### src/sv/lfpd_pkg.sv
// ----------------------------------------------------------------------------
// lfpd_pkg
// Shared types, widths and constants for the line follower steering block.
// ----------------------------------------------------------------------------
`default_nettype none

package lfpd_pkg;

  localparam int CH_N       = 5;
  localparam int CH_IDX_W   = $clog2(CH_N);
  localparam int SAMPLE_W   = 10;
  localparam int CFG_IDX_W  = 3;
  localparam int CFG_DATA_W = 8;
  localparam int GAIN_W     = 8;
  localparam int DUTY_W     = 7;
  localparam int PWM_W      = 8;
  localparam int LAP_W      = 8;

  // normalized channel value, centroid and controller widths
  localparam int NORM_W = 21;
  localparam int CNUM_W = 34;
  localparam int CDEN_W = 28;
  localparam int POS_W  = 32;
  localparam int DER_W  = 33;
  localparam int PROD_W = 42;
  localparam int ACC_W  = 44;

  // divider magnitude widths
  localparam int NUM_W = 32;
  localparam int DEN_W = 26;

  localparam logic OP_CAL = 1'b0;
  localparam logic OP_RUN = 1'b1;

  localparam logic [CFG_IDX_W-1:0] REG_ENABLE     = 3'd0;
  localparam logic [CFG_IDX_W-1:0] REG_TURN_PREF  = 3'd1;
  localparam logic [CFG_IDX_W-1:0] REG_BASE_SPEED = 3'd2;
  localparam logic [CFG_IDX_W-1:0] REG_GAIN_P     = 3'd3;
  localparam logic [CFG_IDX_W-1:0] REG_GAIN_D     = 3'd4;
  localparam logic [CFG_IDX_W-1:0] REG_GAIN_I     = 3'd5;

  localparam logic [DUTY_W-1:0] BASE_SPEED_RST = 7'd50;
  localparam logic [GAIN_W-1:0] GAIN_P_RST     = 8'd12;
  localparam logic [GAIN_W-1:0] GAIN_D_RST     = 8'd2;
  localparam logic [GAIN_W-1:0] GAIN_I_RST     = 8'd0;

  localparam logic [SAMPLE_W-1:0] SAMPLE_MAX = 10'd1023;

  localparam logic signed [NORM_W-1:0] NORM_FULL = 21'sd1000;
  localparam logic signed [NORM_W-1:0] THR_DARK  = 21'sd150;
  localparam logic signed [NORM_W-1:0] THR_WHITE = 21'sd900;
  localparam logic signed [CNUM_W-1:0] CW_MID    = 34'sd1000;
  localparam logic signed [CNUM_W-1:0] CW_RIGHT  = 34'sd2000;
  localparam logic signed [CDEN_W-1:0] CDEN_SCALE = 28'sd20;
  localparam logic signed [POS_W-1:0]  POS_CENTER = 32'sd50;
  localparam logic [DUTY_W-1:0]        DUTY_MAX   = 7'd100;

  typedef logic [CH_N-1:0][SAMPLE_W-1:0] samples_t;

  typedef struct packed {
    logic              enable;
    logic              turn_pref;
    logic [DUTY_W-1:0] base_speed;
    logic [GAIN_W-1:0] gain_p;
    logic [GAIN_W-1:0] gain_d;
    logic [GAIN_W-1:0] gain_i;
  } cfg_t;

  typedef struct packed {
    logic                    motors_on;
    logic [PWM_W-1:0]        duty_a;
    logic [PWM_W-1:0]        duty_b;
    logic signed [POS_W-1:0] line_position;
    logic [LAP_W-1:0]        lap_total;
    logic                    lap_event;
    logic                    divide_fault;
  } res_t;

  // floor(d*255/100) for d in 0..100, as d*167127 >> 16
  function automatic logic [PWM_W-1:0] duty_to_pwm(input logic [DUTY_W-1:0] d);
    logic [24:0] p;
    p = 25'(d) * 25'd167127;
    return p[23:16];
  endfunction

endpackage

`default_nettype wire

### src/sv/lfpd_cfg.sv
// ----------------------------------------------------------------------------
// lfpd_cfg
// Configuration register file, written through the config word channel.
// ----------------------------------------------------------------------------
`default_nettype none

module lfpd_cfg
  import lfpd_pkg::*;
(
  input  logic                  clk,
  input  logic                  rst,
  input  logic                  wr_en,
  input  logic [CFG_IDX_W-1:0]  wr_index,
  input  logic [CFG_DATA_W-1:0] wr_data,
  output cfg_t                  cfg
);

  always_ff @(posedge clk) begin
    if (rst) begin
      cfg.enable     <= 1'b0;
      cfg.turn_pref  <= 1'b0;
      cfg.base_speed <= BASE_SPEED_RST;
      cfg.gain_p     <= GAIN_P_RST;
      cfg.gain_d     <= GAIN_D_RST;
      cfg.gain_i     <= GAIN_I_RST;
    end else if (wr_en) begin
      unique case (wr_index)
        REG_ENABLE:     cfg.enable     <= wr_data[0];
        REG_TURN_PREF:  cfg.turn_pref  <= wr_data[0];
        REG_BASE_SPEED: cfg.base_speed <= wr_data[DUTY_W-1:0];
        REG_GAIN_P:     cfg.gain_p     <= wr_data;
        REG_GAIN_D:     cfg.gain_d     <= wr_data;
        REG_GAIN_I:     cfg.gain_i     <= wr_data;
        default: ;
      endcase
    end
  end

endmodule

`default_nettype wire

### config.mk
export PLATFORM = sky130hd
export DESIGN_NAME = lfpd_cfg
export DESIGN_NICKNAME = d
export VERILOG_FILES = /design/src/sv/lfpd_pkg.sv /design/src/sv/lfpd_cfg.sv
export SDC_FILE = /design/constraint.sdc
export NUM_CORES = 1
export LEC_CHECK = 0
export BUFFER_PORTS_ARGS = -buffer_cell sky130_fd_sc_hd__buf_2
export CAP_MARGIN = 15
export CORE_UTILIZATION = 52
export DETAILED_ROUTE_END_ITERATION = 8
export PLACE_DENSITY_LB_ADDON = 0.08
export SETUP_SLACK_MARGIN = 0.05
export SKIP_CTS_REPAIR_TIMING = 1
export SLEW_MARGIN = 20
export SYNTH_ARGS = -nofsm -noshare
export SYNTH_HDL_FRONTEND = slang
export SYNTH_SLANG_ARGS = --single-unit
export TNS_END_PERCENT = 10
### constraint.sdc
create_clock -name clk -period 1.45 [get_ports clk]
set_input_delay 0.29 -clock clk [delete_from_list [all_inputs] [get_ports clk]]
set_output_delay 0.29 -clock clk [all_outputs]
set_load 0.005 [all_outputs]
==> metrics.md <==
| Metric | Value |
|---|---|
| Status | `finished, final reports clean` |
| Internal power | `0.00141 W` |
| Worst slew margin | `72.4%` |
| Count of final setup violators | `0` |
| GRT Total Usage | `a little over a fifth` |
| # diodes | `0` |
| CP top delay family | `flip-flops` |
| Final Hold Viols | `0` |
| Port Buf Inserts | `46` |
| Crit. End Element | `output port` |
| Worst VDD drop | `about 0.76 mV` |
| Clock Power Share | `39.8%` |
| Yosys top cell area share | `a little under half` |
| Synth Instances | `129` |
| Post-route setup slack | `340 ps` |
| Core Region | `2500 sq um` |
| Crit. Startpoint | `cfg[21]$_SDFFE_PP0P_` |
| Row Count | `18` |
| Avg Cell Area, Syn | `approximately 11 sq um` |
| Biggest register | `cfg` |
| Fmax | `901 MHz` |
| Library cells used by synthesis | `13` |
| Detail Placement HPWL | `a little under 2000 microns` |
| TritonCTS clock tree | `done` |
| Synth Area in Adders | `0%` |
| Hold path cells | `3` |
| Min-Delay Path Class | `input port to flip-flop` |
| Sink Count | `33` |
| Clk slew on worst S/H paths | `about 100 ps` |
| Biggest regs | `cfg x33` |
| Initial DRC count | `8` |
| Routability Congestion | `approximately 0.71` |
| Overall die height | `53.5 microns` |
| Switching share of total power | `21.4%` |
| Critical path data arrival time | `820 ps` |
| Largest family of logic cells by synthesized area | `simple AND/OR/NAND/NOR gates` |
| Mux contribution to synthesized area | `23.9%` |
| Buf/Inv on CP | `1` |
| WL per Instance | `12.8 microns` |
| Starting Density | `55.2%` |
| Placed insts | `202` |
| Number of global-route vias before repair | `~940` |
| Clock buffer depth | `2` |
| Switch Pwr | `0.000384 W` |
| Max-slew violations | `0` |
| Largest register FFs | `33` |
| Layout area overhead | `25.5%` |
| Total grt overflow | `0` |
| Synthesized area | `1380 sq um` |
| Slew @ Worst Pin | `408 ps` |
| CP Depth | `1` |
| Initial antenna violation count | `0` |
| Syn nets | `143` |
| Slowest stage cell on the critical path | `dfxtp_1` |
| Sequential share of power | `52.1%` |
| Post-synthesis compound-gate area fraction | `0%` |
| CP Data Required Time | `1160 ps` |
| Seq/Total Area, Yosys | `47.9%` |
| Xor/xnor share of the synthesized area | `0%` |
| Vias post-DR | `1065` |
| DRC | `0` |
| Finished Layout Cells | `210` |
| Worst-path cell chain | `buf_2` |
| Combinational share of power | `around 8.2%` |
| Leakage power | `0.850 nW` |
| First-pass GRT wire length | `4130 microns` |
| Die area | `~2900 sq um` |
| RSZ-0062 raised after global routing | `false` |
| H-tree levels | `2` |
| Synth area leader | `dfxtp_1` |
| I/O pins | `47` |
| Die X | `about 54 microns` |
| Power density cells | `1040 nW/um^2` |
| Total Wirelength | `2690 microns` |
| Worst skew pair latency | `around 330 ps` |
| Placement Setup Slack | `260 ps` |
| Post-DRT Antenna Nets | `0` |
| Dominant cells by area after synthesis | `dfxtp_1, mux2i_1, nand2b_1, nor2_1, and4bb_1` |
| FF-to-FF path depth | `2` |
| 1st-pass router iterations | `4` |
| Startpoint types | `flip-flop` |
| Worst setup path class | `flip-flop to output port` |
| YS warnings | `0` |
| Clock skew | `0 ps` |
| Register bit total from synthesis | `33` |
| Post-Synth Simple-Gate Area | `24.8%` |
| Reg-to-Reg Start | `cfg[18]$_SDFFE_PP1P_` |
| Final Critical Period | `roughly 1100 ps` |
| Final period utilization | `76.5%` |
| Vias per cell | `approximately 5` |
| Largest net degree at the start of global routing | `30` |
| Min-delay src | `wr_data[3]` |
| MaxCap Viol Count | `0` |
| Finished Core Util | `69.3%` |
| Clk root buf | `clkbuf_4` |
| Setup TNS | `0 ps` |
| Num CTS Buffers | `5` |
| Net count, final | `around 190` |
| CP Max Fanout | `2` |
| Worst Hold Slack | `229 ps` |
| Share of cells above drive strength 1 | `32.8%` |
| Slowest stage delay, CP | `360 ps` |
## synthesized netlist by cell type, drive strengths merged
cell type and number:
and4b 1, nand2b 35, nor4bb 1, and4bb 2, nor2 11, clkbuf 4, nand4b 2, dfxtp 33
nand4bb 1, buf 5, mux2i 33, nor4b 1
## through the flow
step	cell area (sq um)	total power [W]
final	1730	0.00180
after global placement	1650	0.00110
after CTS	1730	0.00183
after detailed placement	1650	0.00110
after global routing	1730	0.00189
after floorplan	1380	0.00104
## kinds of logic after synthesis
kind of cell           count (synthesis)
AND/OR/NAND/NOR                       54
multiplexers                          33
buffers and inverters                  9
flip-flops                            33
## power by group through the flow
stage	combinational (W)	sequential [W]	clock (W)
floorplan	0.0000824	0.000958	0
global placement	0.000142	0.000956	0
detailed placement	0.000146	0.000957	0
CTS	0.000147	0.000936	0.000744
global route	0.000160	0.000939	0.000791
finish	0.000147	0.000936	0.000715
## routing by layer
layer | global-route usage, % | wire [microns] | vias up
met5 | 0 | 0 | -
li1 | - | - | 530
met1 | 24.5 | 1190 | 492
met4 | 14.0 | 48 | 0
met3 | 9.20 | 156 | 7
met2 | 31.7 | 1290 | 36
## cells in the final DEF (no fill, tap or decap), drive strengths merged
cell type,instances
clkbuf,7
dfxtp,33
nor4bb,1
and4bb,2
buf,52
nor4b,1
bufinv,1
nand2b,35
nand4b,2
mux2i,33
nand4bb,1
and4b,1
nor2,11
## cell type report
class,instances,area [sq um]
flip-flops and latches,33,661
fillers,213,768
repair buffers,52,275
clock buffers,7,55.1
well taps,30,37.5
clock inverters,1,30.0
multi-input cells,87,673
## final timing paths
path	end	slack, ps
worst min register to register	cfg[16]$_SDFFE_PP0P_	480
worst max-delay path	cfg[21]	340
worst max register to register	cfg[18]$_SDFFE_PP1P_	800
worst min-delay path	cfg[19]$_SDFFE_PP1P_	230
No activity file was read; power rests on OpenSTA's default activity.
